File: src/sv/mbt_pkg.sv
package mbt_pkg;

  // Default table depth
  localparam int DEPTH_DEF = 64;

  // Field widths
  localparam int CMD_W       = 2;
  localparam int DATA_W      = 32;
  localparam int STATUS_W    = 2;
  localparam int POS_W       = 6;
  localparam int CNT_OUT_W   = 7;
  localparam int OUT_TDATA_W = 16;

  // Queue between front and back
  localparam int QUEUE_DEPTH = 2;
  localparam int QPTR_W      = $clog2(QUEUE_DEPTH);
  localparam int QFILL_W     = $clog2(QUEUE_DEPTH + 1);

  // Command codes
  localparam logic [CMD_W-1:0] CMD_INSERT = 2'd0;
  localparam logic [CMD_W-1:0] CMD_DELETE = 2'd1;
  localparam logic [CMD_W-1:0] CMD_QUERY  = 2'd2;
  localparam logic [CMD_W-1:0] CMD_CLEAR  = 2'd3;

  // Status codes
  localparam logic [STATUS_W-1:0] ST_DONE    = 2'd0;
  localparam logic [STATUS_W-1:0] ST_FULL    = 2'd1;
  localparam logic [STATUS_W-1:0] ST_MISSING = 2'd2;

  // One-hot decoded operation
  typedef struct packed {
    logic ins;
    logic del;
    logic qry;
    logic clr;
  } ops_t;

  // Classified item handed to the back end
  typedef struct packed {
    ops_t              ops;
    logic [DATA_W-1:0] value;
  } job_t;

  // Result item
  typedef struct packed {
    logic [STATUS_W-1:0]  status;
    logic                 found;
    logic [POS_W-1:0]     position;
    logic [CNT_OUT_W-1:0] count;
    logic                 bag_empty;
  } result_t;

endpackage

File: src/sv/mbt_front.sv
module mbt_front (
  input  logic                          clk,
  input  logic                          rst_n,
  input  logic                          in_tvalid,
  output logic                          in_tready,
  input  logic [mbt_pkg::DATA_W-1:0]    in_tdata,   // [31:0] item_value
  input  logic [mbt_pkg::CMD_W-1:0]     in_tuser,   // [1:0] command
  output logic                          job_valid,
  input  logic                          job_ready,
  output mbt_pkg::job_t                 job
);

  logic          hold_valid_r, hold_valid_nxt;
  mbt_pkg::job_t job_r, job_nxt;
  mbt_pkg::ops_t ops_dec;
  logic          load;

  // Decode the command into a one-hot operation
  always_comb begin
    ops_dec = '0;
    unique case (in_tuser)
      mbt_pkg::CMD_INSERT: ops_dec.ins = 1'b1;
      mbt_pkg::CMD_DELETE: ops_dec.del = 1'b1;
      mbt_pkg::CMD_QUERY:  ops_dec.qry = 1'b1;
      mbt_pkg::CMD_CLEAR:  ops_dec.clr = 1'b1;
      default:             ops_dec     = '0;
    endcase
  end

  // Single holding register, refilled as soon as it drains
  assign in_tready = !hold_valid_r || job_ready;
  assign load      = in_tvalid && in_tready;

  always_comb begin
    hold_valid_nxt = hold_valid_r;
    job_nxt        = job_r;
    if (load) begin
      hold_valid_nxt = 1'b1;
      job_nxt.ops    = ops_dec;
      job_nxt.value  = in_tdata;
    end else if (job_ready) begin
      hold_valid_nxt = 1'b0;
    end
  end

  always_ff @(posedge clk) begin
    if (!rst_n) begin
      hold_valid_r <= 1'b0;
    end else begin
      hold_valid_r <= hold_valid_nxt;
    end
    job_r <= job_nxt;
  end

  assign job_valid = hold_valid_r;
  assign job       = job_r;

endmodule

File: src/sv/mbt_queue.sv
module mbt_queue (
  input  logic          clk,
  input  logic          rst_n,
  input  logic          push_valid,
  output logic          push_ready,
  input  mbt_pkg::job_t push_job,
  output logic          pop_valid,
  input  logic          pop_ready,
  output mbt_pkg::job_t pop_job
);

  mbt_pkg::job_t                slots_r [mbt_pkg::QUEUE_DEPTH];
  logic [mbt_pkg::QPTR_W-1:0]   wr_ptr_r, wr_ptr_nxt;
  logic [mbt_pkg::QPTR_W-1:0]   rd_ptr_r, rd_ptr_nxt;
  logic [mbt_pkg::QFILL_W-1:0]  fill_r, fill_nxt;
  logic                         push, pop;

  localparam logic [mbt_pkg::QPTR_W-1:0] PTR_LAST = mbt_pkg::QPTR_W'(mbt_pkg::QUEUE_DEPTH - 1);

  assign push_ready = fill_r != mbt_pkg::QFILL_W'(mbt_pkg::QUEUE_DEPTH);
  assign pop_valid  = fill_r != '0;
  assign push       = push_valid && push_ready;
  assign pop        = pop_valid && pop_ready;
  assign pop_job    = slots_r[rd_ptr_r];

  // Pointer and fill bookkeeping
  always_comb begin
    wr_ptr_nxt = wr_ptr_r;
    rd_ptr_nxt = rd_ptr_r;
    fill_nxt   = fill_r;
    if (push) begin
      wr_ptr_nxt = (wr_ptr_r == PTR_LAST) ? '0 : wr_ptr_r + 1'b1;
    end
    if (pop) begin
      rd_ptr_nxt = (rd_ptr_r == PTR_LAST) ? '0 : rd_ptr_r + 1'b1;
    end
    if (push && !pop) begin
      fill_nxt = fill_r + 1'b1;
    end else if (pop && !push) begin
      fill_nxt = fill_r - 1'b1;
    end
  end

  always_ff @(posedge clk) begin
    if (!rst_n) begin
      wr_ptr_r <= '0;
      rd_ptr_r <= '0;
      fill_r   <= '0;
    end else begin
      wr_ptr_r <= wr_ptr_nxt;
      rd_ptr_r <= rd_ptr_nxt;
      fill_r   <= fill_nxt;
    end
  end

  always_ff @(posedge clk) begin
    if (push) begin
      slots_r[wr_ptr_r] <= push_job;
    end
  end

endmodule

File: src/sv/mbt_back.sv
module mbt_back #(
  parameter int DEPTH = mbt_pkg::DEPTH_DEF
) (
  input  logic             clk,
  input  logic             rst_n,
  input  logic             job_valid,
  output logic             job_ready,
  input  mbt_pkg::job_t    job,
  output logic             out_valid,
  input  logic             out_ready,
  output mbt_pkg::result_t out_res
);

  localparam int CNTW = $clog2(DEPTH + 1);
  localparam int IDXW = $clog2(DEPTH);

  localparam logic [2:0] S_IDLE   = 3'd0;
  localparam logic [2:0] S_SEARCH = 3'd1;
  localparam logic [2:0] S_RDLAST = 3'd2;
  localparam logic [2:0] S_MOVE   = 3'd3;
  localparam logic [2:0] S_DONE   = 3'd4;

  localparam logic [CNTW-1:0] CNT_FULL = CNTW'(DEPTH);

  // Entry table, synchronous read
  logic [mbt_pkg::DATA_W-1:0] mem [DEPTH];
  logic [mbt_pkg::DATA_W-1:0] rd_data_r;

  logic [2:0]                   state_r, state_nxt;
  logic [CNTW-1:0]              count_r, count_nxt;
  logic [CNTW-1:0]              scan_r, scan_nxt;
  logic                         rd_pend_r, rd_pend_nxt;
  logic [IDXW-1:0]              idx_pend_r, idx_pend_nxt;
  mbt_pkg::ops_t                ops_r, ops_nxt;
  logic [mbt_pkg::DATA_W-1:0]   value_r, value_nxt;
  logic                         hit_r, hit_nxt;
  logic [IDXW-1:0]              slot_r, slot_nxt;
  logic [mbt_pkg::STATUS_W-1:0] status_r, status_nxt;
  logic                         out_valid_r, out_valid_nxt;
  mbt_pkg::result_t             out_res_r, out_res_nxt;

  logic                         mem_re, mem_we;
  logic [IDXW-1:0]              rd_addr, wr_addr;
  logic [mbt_pkg::DATA_W-1:0]   wr_data;
  logic                         match, exhausted, load_out;
  logic [CNTW-1:0]              last_cnt;
  logic [IDXW+mbt_pkg::POS_W-1:0]     pos_ext;
  logic [CNTW+mbt_pkg::CNT_OUT_W-1:0] cnt_ext;

  assign job_ready = (state_r == S_IDLE);
  assign match     = rd_pend_r && (rd_data_r == value_r);
  assign exhausted = !rd_pend_r && (scan_r >= count_r);
  assign last_cnt  = count_r - 1'b1;
  assign load_out  = (state_r == S_DONE) && (!out_valid_r || out_ready);
  assign pos_ext   = {{mbt_pkg::POS_W{1'b0}}, slot_r};
  assign cnt_ext   = {{mbt_pkg::CNT_OUT_W{1'b0}}, count_r};

  // Sequencer: search, resolve, optional move of the last entry
  always_comb begin
    state_nxt    = state_r;
    count_nxt    = count_r;
    scan_nxt     = scan_r;
    rd_pend_nxt  = rd_pend_r;
    idx_pend_nxt = idx_pend_r;
    ops_nxt      = ops_r;
    value_nxt    = value_r;
    hit_nxt      = hit_r;
    slot_nxt     = slot_r;
    status_nxt   = status_r;
    mem_re       = 1'b0;
    mem_we       = 1'b0;
    rd_addr      = '0;
    wr_addr      = '0;
    wr_data      = value_r;
    unique case (state_r)
      S_IDLE: begin
        if (job_valid) begin
          ops_nxt     = job.ops;
          value_nxt   = job.value;
          scan_nxt    = '0;
          rd_pend_nxt = 1'b0;
          hit_nxt     = 1'b0;
          slot_nxt    = '0;
          status_nxt  = mbt_pkg::ST_DONE;
          state_nxt   = S_SEARCH;
        end
      end
      S_SEARCH: begin
        if (match || exhausted) begin
          hit_nxt     = match;
          slot_nxt    = match ? idx_pend_r : '0;
          rd_pend_nxt = 1'b0;
          state_nxt   = S_DONE;
          status_nxt  = mbt_pkg::ST_DONE;
          priority if (ops_r.ins) begin
            if (count_r < CNT_FULL) begin
              mem_we    = 1'b1;
              wr_addr   = count_r[IDXW-1:0];
              count_nxt = count_r + 1'b1;
            end else begin
              status_nxt = mbt_pkg::ST_FULL;
            end
          end else if (ops_r.del) begin
            if (match) begin
              state_nxt = S_RDLAST;
            end else begin
              status_nxt = mbt_pkg::ST_MISSING;
            end
          end else if (ops_r.qry) begin
            if (!match) begin
              status_nxt = mbt_pkg::ST_MISSING;
            end
          end else begin
            count_nxt = '0;
          end
        end else if (scan_r < count_r) begin
          // keep one read in flight while comparing the previous one
          mem_re       = 1'b1;
          rd_addr      = scan_r[IDXW-1:0];
          rd_pend_nxt  = 1'b1;
          idx_pend_nxt = scan_r[IDXW-1:0];
          scan_nxt     = scan_r + 1'b1;
        end else begin
          rd_pend_nxt = 1'b0;
        end
      end
      S_RDLAST: begin
        mem_re    = 1'b1;
        rd_addr   = last_cnt[IDXW-1:0];
        state_nxt = S_MOVE;
      end
      S_MOVE: begin
        mem_we    = 1'b1;
        wr_addr   = slot_r;
        wr_data   = rd_data_r;
        count_nxt = last_cnt;
        state_nxt = S_DONE;
      end
      S_DONE: begin
        if (load_out) begin
          state_nxt = S_IDLE;
        end
      end
      default: state_nxt = S_IDLE;
    endcase
  end

  // Output register
  always_comb begin
    out_res_nxt   = out_res_r;
    out_valid_nxt = out_valid_r;
    if (load_out) begin
      out_valid_nxt         = 1'b1;
      out_res_nxt.status    = status_r;
      out_res_nxt.found     = hit_r;
      out_res_nxt.position  = pos_ext[mbt_pkg::POS_W-1:0];
      out_res_nxt.count     = cnt_ext[mbt_pkg::CNT_OUT_W-1:0];
      out_res_nxt.bag_empty = (count_r == '0);
    end else if (out_ready) begin
      out_valid_nxt = 1'b0;
    end
  end

  always_ff @(posedge clk) begin
    if (!rst_n) begin
      state_r     <= S_IDLE;
      count_r     <= '0;
      rd_pend_r   <= 1'b0;
      out_valid_r <= 1'b0;
    end else begin
      state_r     <= state_nxt;
      count_r     <= count_nxt;
      rd_pend_r   <= rd_pend_nxt;
      out_valid_r <= out_valid_nxt;
    end
    scan_r     <= scan_nxt;
    idx_pend_r <= idx_pend_nxt;
    ops_r      <= ops_nxt;
    value_r    <= value_nxt;
    hit_r      <= hit_nxt;
    slot_r     <= slot_nxt;
    status_r   <= status_nxt;
    out_res_r  <= out_res_nxt;
  end

  // Table memory
  always_ff @(posedge clk) begin
    if (mem_we) begin
      mem[wr_addr] <= wr_data;
    end
    if (mem_re) begin
      rd_data_r <= mem[rd_addr];
    end
  end

  assign out_valid = out_valid_r;
  assign out_res   = out_res_r;

  // Count never exceeds the table depth
  a_count_bound: assert property (@(posedge clk) disable iff (!rst_n)
    count_r <= CNT_FULL)
    else $error("entry count beyond depth");

  // Every read under comparison targets a live entry
  a_read_live: assert property (@(posedge clk) disable iff (!rst_n)
    (state_r == S_SEARCH) && rd_pend_r |-> CNTW'(idx_pend_r) < count_r)
    else $error("search compared an entry past the count");

  // A move always shrinks the bag by exactly one
  a_move_shrinks: assert property (@(posedge clk) disable iff (!rst_n)
    (state_r == S_MOVE) |=> (CNTW'(count_r + 1'b1) == $past(count_r)))
    else $error("delete move did not shrink count by one");

  // Move only follows a hit
  a_move_on_hit: assert property (@(posedge clk) disable iff (!rst_n)
    (state_r == S_RDLAST) |-> hit_r && ops_r.del)
    else $error("last-entry fetch without a delete hit");

endmodule

File: src/sv/multiset_bag_table_core.sv
// Operation: the search reads the live entries one entry per cycle until a match or the
// end of the bag; a delete that hits then fetches the last entry and moves it into the
// freed slot.
// Back end: it takes a new item only once the result of the last one is in the output
// register, so items do not overlap; the queue holds up to two items meanwhile.
// Reset (rst_n low, synchronous): bag empty, both channels idle; table contents kept.
module multiset_bag_table_core #(
  parameter int DEPTH = mbt_pkg::DEPTH_DEF
) (
  input  logic                            clk,
  input  logic                            rst_n,
  input  logic                            in_tvalid,
  output logic                            in_tready,
  input  logic [mbt_pkg::DATA_W-1:0]      in_tdata,   // [31:0] item_value
  input  logic [mbt_pkg::CMD_W-1:0]       in_tuser,   // [1:0] command
  output logic                            out_tvalid,
  input  logic                            out_tready,
  output logic [mbt_pkg::OUT_TDATA_W-1:0] out_tdata,  // [0] found, [6:1] position,
                                                      // [13:7] count, [14] bag_empty, [15] 0
  output logic [mbt_pkg::STATUS_W-1:0]    out_tuser   // [1:0] status
);

  logic             fr_valid, fr_ready;
  mbt_pkg::job_t    fr_job;
  logic             q_valid, q_ready;
  mbt_pkg::job_t    q_job;
  mbt_pkg::result_t res;

  // Accept and classify
  mbt_front u_front (
    .clk       (clk),
    .rst_n     (rst_n),
    .in_tvalid (in_tvalid),
    .in_tready (in_tready),
    .in_tdata  (in_tdata),
    .in_tuser  (in_tuser),
    .job_valid (fr_valid),
    .job_ready (fr_ready),
    .job       (fr_job)
  );

  // Decoupling queue
  mbt_queue u_queue (
    .clk        (clk),
    .rst_n      (rst_n),
    .push_valid (fr_valid),
    .push_ready (fr_ready),
    .push_job   (fr_job),
    .pop_valid  (q_valid),
    .pop_ready  (q_ready),
    .pop_job    (q_job)
  );

  // Search and update engine
  mbt_back #(
    .DEPTH (DEPTH)
  ) u_back (
    .clk       (clk),
    .rst_n     (rst_n),
    .job_valid (q_valid),
    .job_ready (q_ready),
    .job       (q_job),
    .out_valid (out_tvalid),
    .out_ready (out_tready),
    .out_res   (res)
  );

  // Result packing
  assign out_tuser = res.status;
  assign out_tdata = {1'b0, res.bag_empty, res.count, res.position, res.found};

endmodule
File: config.mk
export PLATFORM = sky130hd
export DESIGN_NAME = multiset_bag_table_core
export DESIGN_NICKNAME = d
export VERILOG_FILES = /design/src/sv/mbt_pkg.sv /design/src/sv/mbt_front.sv /design/src/sv/mbt_queue.sv /design/src/sv/mbt_back.sv /design/src/sv/multiset_bag_table_core.sv
export SDC_FILE = /design/constraint.sdc
export NUM_CORES = 2
export LEC_CHECK = 0
export BUFFER_PORTS_ARGS = -buffer_cell sky130_fd_sc_hd__buf_2
export CAP_MARGIN = 20
export CORE_MARGIN = 2
export CORE_UTILIZATION = 45
export CTS_CLUSTER_SIZE = 12
export DETAILED_ROUTE_END_ITERATION = 6
export SETUP_SLACK_MARGIN = 0.5
export SYNTH_ARGS = -nofsm -noshare
export SYNTH_HDL_FRONTEND = slang
export SYNTH_SLANG_ARGS = --single-unit
File: constraint.sdc
create_clock -name clk -period 8.3 [get_ports clk]
set_input_delay 1.66 -clock clk [delete_from_list [all_inputs] [get_ports clk]]
set_output_delay 1.66 -clock clk [all_outputs]
set_load 0.1 [all_outputs]
==> impl.org <==
** Outcome
- The flow ran to the end, and the final reports show no timing, DRC or antenna violations.

** Cells and area
- For this run, the post-layout net count is 5895.
- Compared with the post-synthesis result, the final layout area differs by 12.4%.
- The layout has about 16000 filler cells.
- In the final layout, flip-flops and latches occupy 68200 um^2.
- Non-Filler Instances :: between 8000 and 9000
- Once layout is done, the placed cells without fillers occupy 99800 um^2.
- In the final layout, the share of cells above drive strength 1 is 0.110.
- In the final layout, the multi-input gates occupy 19700 um^2.

** Pwr
- Power per cell area :: 282 nW/um^2
- The analysis attributes to cell leakage a power of 35.2 nW.
- VDD sags by at most 0.214 mV.

** Setup path
- For the worst setup path, the data required time is 8.88 ns.
- Nature of the critical path startpoint :: register
- Among the stages of the critical path, the cell type that occurs most often is buf_4.
- For this design, the slowest cell found on the critical path is nor2_4.
- Endpoint type of the worst setup path :: register
- The largest single stage delay on the critical path is 0.76 ns.
- Cell-by-cell listing of the critical path :: xor2_1 -> or4_1 -> nor3_1 -> nand4_4 -> a31o_4 -> nor2_4 -> buf_4 -> buf_4 -> a32oi_1 -> and3_1 -> a31oi_1 -> nand4_1
- Of all nets on the critical path, the largest fanout is 42.
- Category of the critical setup timing path :: register to register
- Data on the critical path arrives at its endpoint at 6.93 ns.
- For the worst flop-to-flop path, the logic depth is 12.

** Global routing
- The first global-routing pass estimated 354 mm of wire.
- The number of antenna violations at the first check in global routing came to 8.
- Vias in the first global route :: 49300
- After global routing the overflow that remains totals 0.
- Largest net degree at the start of global routing :: 159
- Global-route usage over all layers :: 0.244

** STA
- Total Negative Setup Slacks :: 0 ns
- Setup repair after global routing left no endpoint under its margin.
- Between clock sinks in the finished design, the worst skew comes to approximately 0.058 ns.
- Part of the cycle the worst path needs :: 0.765
- Setup violations remaining at the end of the flow were counted as 0.
- Slew margin rel. :: 0.208
- Max Fclk :: 0.157 GHz
- Post-layout min period :: 6.35 ns
- The max-slew violation count came to 0.
- For the pin with the worst max-slew slack, the measured transition is 1.18 ns.
- Final Hold Viols :: 0

** Place
- Number of port buffers :: 56
- Detailed placement finished with a half-perimeter wire length of around 140 mm.
- Number of placed instances, taps included :: 8252
- At the end of routability-driven placement, the weighted congestion stood at 0.859.
- Cell area after placement :: 93100 um^2

** Clock tree
- Clock slew seen by the registers of the worst setup and hold paths :: 0.06 ns
- TritonCTS built the clock tree.
- CTS buffer count :: 224
- Once the clock tree was built, the setup fixing pass inserted 0 buffers.
- The root buffer cell chosen for the clock tree is clkbuf_16.
- The clock passes through at most 3 buffers.
- Depth of the CTS H-tree :: 4
- Number of clock sinks seen by CTS :: roughly 2300
- Insertion delay of the later-clocked pin in the worst-skew pair :: 0.88 ns
- Hold repair after CTS inserted 0 buffers.
- Once the clock tree was built, the resizer swapped 0 gates to a different size.

** Synthesis
- Synthesis instantiated 78 different standard cells from the library.
- Mapped Nets :: 5783
- Fraction of registers with async set or reset after synthesis :: 0
- For this run, the register share of the synthesized area comes to 0.767.
- After technology mapping, the gate count stands at approximately 5700.
- Yosys printed 0 warnings.
- Among all flip-flop cells after synthesis, the most frequent one is edfxtp_1.
- Averaged over all synthesized cells, the footprint is 15.5 um^2.
- In this run, synthesis produced a sequential element count of 2276.
- EDFF count, synth :: 2259
- Netlist area before placement :: between 80000 and 90000 um^2

** Route
- After detailed routing, the average wire length per cell comes to 28.8 um.
- Number of nets still failing antenna checks after routing :: 0
- First-iteration detailed-routing DRC count :: 6359
- For this block, the via count after detailed routing is 51400.
- Amount of wire on met3 after detailed routing :: 22.8 mm
- For this run, the detailed router's first-pass iteration total came to 6.
- Detailed-route wire length :: 248 mm
- Wire length the detailed router placed on met1 :: 102 mm
- Summed over all nets, wire length on met2 after detailed routing comes to approximately 120 mm.
- Using the TritonRoute via totals, the vias-per-cell ratio works out to ~6.
- Final routed DRC violation total :: 0
- Top routing layer used :: met5

** Die
- During I/O placement, the number of pins put on the boundary was 58.
- Standard-cell row count :: 163
- Die span in y :: 448 um
- Die Area :: 201000 um^2
- Die width :: between 400 and 500 um
- The initial utilization of the core area, before any placement, comes to 0.451.
- Placeable Area :: a little under 200000 um^2

** Flow run
- Maximum capacitance violations :: 0

** Min path
- Type of the most critical hold path :: register to register
- Cell count of the worst hold path :: 0
state kept, by name (all words and copies together), names as in the netlist, 2 cells and up:
name               count
u_queue.slots_r       70
u_back.scan_r          7
u_back.out_res        17
u_back.mem          2048
u_back.count_r         7
u_back.value_r        32
u_queue.fill_r         2
u_back.status_r        2
u_back.state_r         3
u_back.rd_data_r      32
u_back.ops_r           3
u_back.slot_r          6
u_back.idx_pend_r      6
u_front.job           35
cells by family after synthesis:
logic type                 Yosys count  share of synthesized area
buffers and inverters              357                     0.0189
muxes                              596                     0.0677
adders and majority gates           12                    0.00169
and+or+nand+nor                   1721                     0.0823
DFF                               2276                      0.767
AOI/OAI and AO/OA                  729                     0.0581
other                                1                  0.0000422
xor gates and xnor gates            41                    0.00404
synth_stat cells, types with 12 or more instances:
cell / number / area share
a2111o_1: 29 / 0.0037
a21oi_1: 60 / 0.0034
a31oi_1: 155 / 0.011
a32oi_1: 154 / 0.015
and2_1: 13 / 0.00092
and3_1: 42 / 0.0030
buf_1: 16 / 0.00068
buf_2: 132 / 0.0074
buf_4: 39 / 0.0033
clkbuf_1: 149 / 0.0063
dfxtp_1: 17 / 0.0038
edfxtp_1: 2259 / 0.76
ha_1: 12 / 0.0017
inv_1: 17 / 0.00072
mux2_2: 37 / 0.0047
mux2i_1: 559 / 0.063
nand2_1: 1170 / 0.049
nand3_1: 279 / 0.016
nand4_1: 55 / 0.0039
nor2_1: 99 / 0.0042
nor4_1: 12 / 0.00084
o2111ai_1: 31 / 0.0031
o21ai_0: 79 / 0.0044
o21ai_1: 28 / 0.0016
o22ai_1: 125 / 0.0088
xnor2_1: 18 / 0.0018
xor2_1: 23 / 0.0023
worst max-delay path, delay by kind of cell, from the launching register on:
kind / cells / cell delay [ns]
xor+xnor: 1 / 0.18
buf+inv: 2 / 1.07
flops: 1 / 0.41
compound gates: 3 / 1.27
simple gates: 6 / 3.04
per-layer routing:
| layer | track usage | up-vias |
|---|---|---|
| met5 | 0 | - |
| met4 | 0.0786 | 2 |
| met3 | 0.0468 | 378 |
| met2 | 0.384 | 2434 |
| met1 | 0.345 | 26300 |
| li1 | - | 22200 |
placed cells by master, fill, tap and decap left out, types with 28 or more instances in the layout:
cell          n
edfxtp_1   2259
nand2_1    1139
mux2i_1     559
nand3_1     277
clkbuf_16   224
a32oi_1     154
a31oi_1     153
buf_4       135
o22ai_1     125
o21ai_0      77
clkbuf_1     71
nor2_4       68
a21oi_1      60
buf_2        56
nand4_1      55
and3_1       42
clkinv_1     42
mux2_2       37
buf_12       34
nor2_1       33
nand2_2      33
o2111ai_1    31
a2111o_1     29
o21ai_1      28
report_power, final:
| group | total (mW) | internal (mW) | switching [mW] | leakage (nW) |
|---|---|---|---|---|
| combinational | 4.46 | 1.07 | 3.39 | 11.6 |
| clock | 9.33 | 5.10 | 4.23 | 3.18 |
| sequential | 14.3 | 14.1 | 0.234 | 20.5 |
| total | 28.1 | 20.3 | 7.85 | 35.2 |
path summary, 6_finish.rpt:
kind	slack (ns)	startpoint	endpoint
worst max register to register	1.95	u_back.value_r[19]	u_back.rd_data_r[29]
worst max-delay path	1.95	u_back.value_r[19]	u_back.rd_data_r[29]
worst min register to register	0.42	u_back.hit_r	u_back.out_res[14]
worst min-delay path	0.42	u_back.hit_r	u_back.out_res[14]
cell type report:
class,instances,share of cell area
clock inverters,70,0.00632
well taps,2640,0.0331
inverters,17,0.000639
diodes,4,0.000100
multi-input cells,3100,0.197
clock buffers,302,0.0598
flip-flops and latches,2276,0.683
repair buffers,226,0.0200
stage by stage:
step / total power, mW / hold slack, ns / util / worst slack (ns)
2_1_floorplan: 17.0 / 0.400 / - / 3.85
3_3_place_gp: 18.8 / 0.419 / 0.472 / 1.96
3_5_place_dp: 18.9 / 0.410 / 0.473 / 1.98
4_1_cts: 28.1 / 0.424 / 0.507 / 1.95
5_1_grt: 28.9 / 0.439 / 0.507 / 1.85
6_report: 28.1 / 0.421 / 0.507 / 1.95
(Power assumes the default switching activity.)
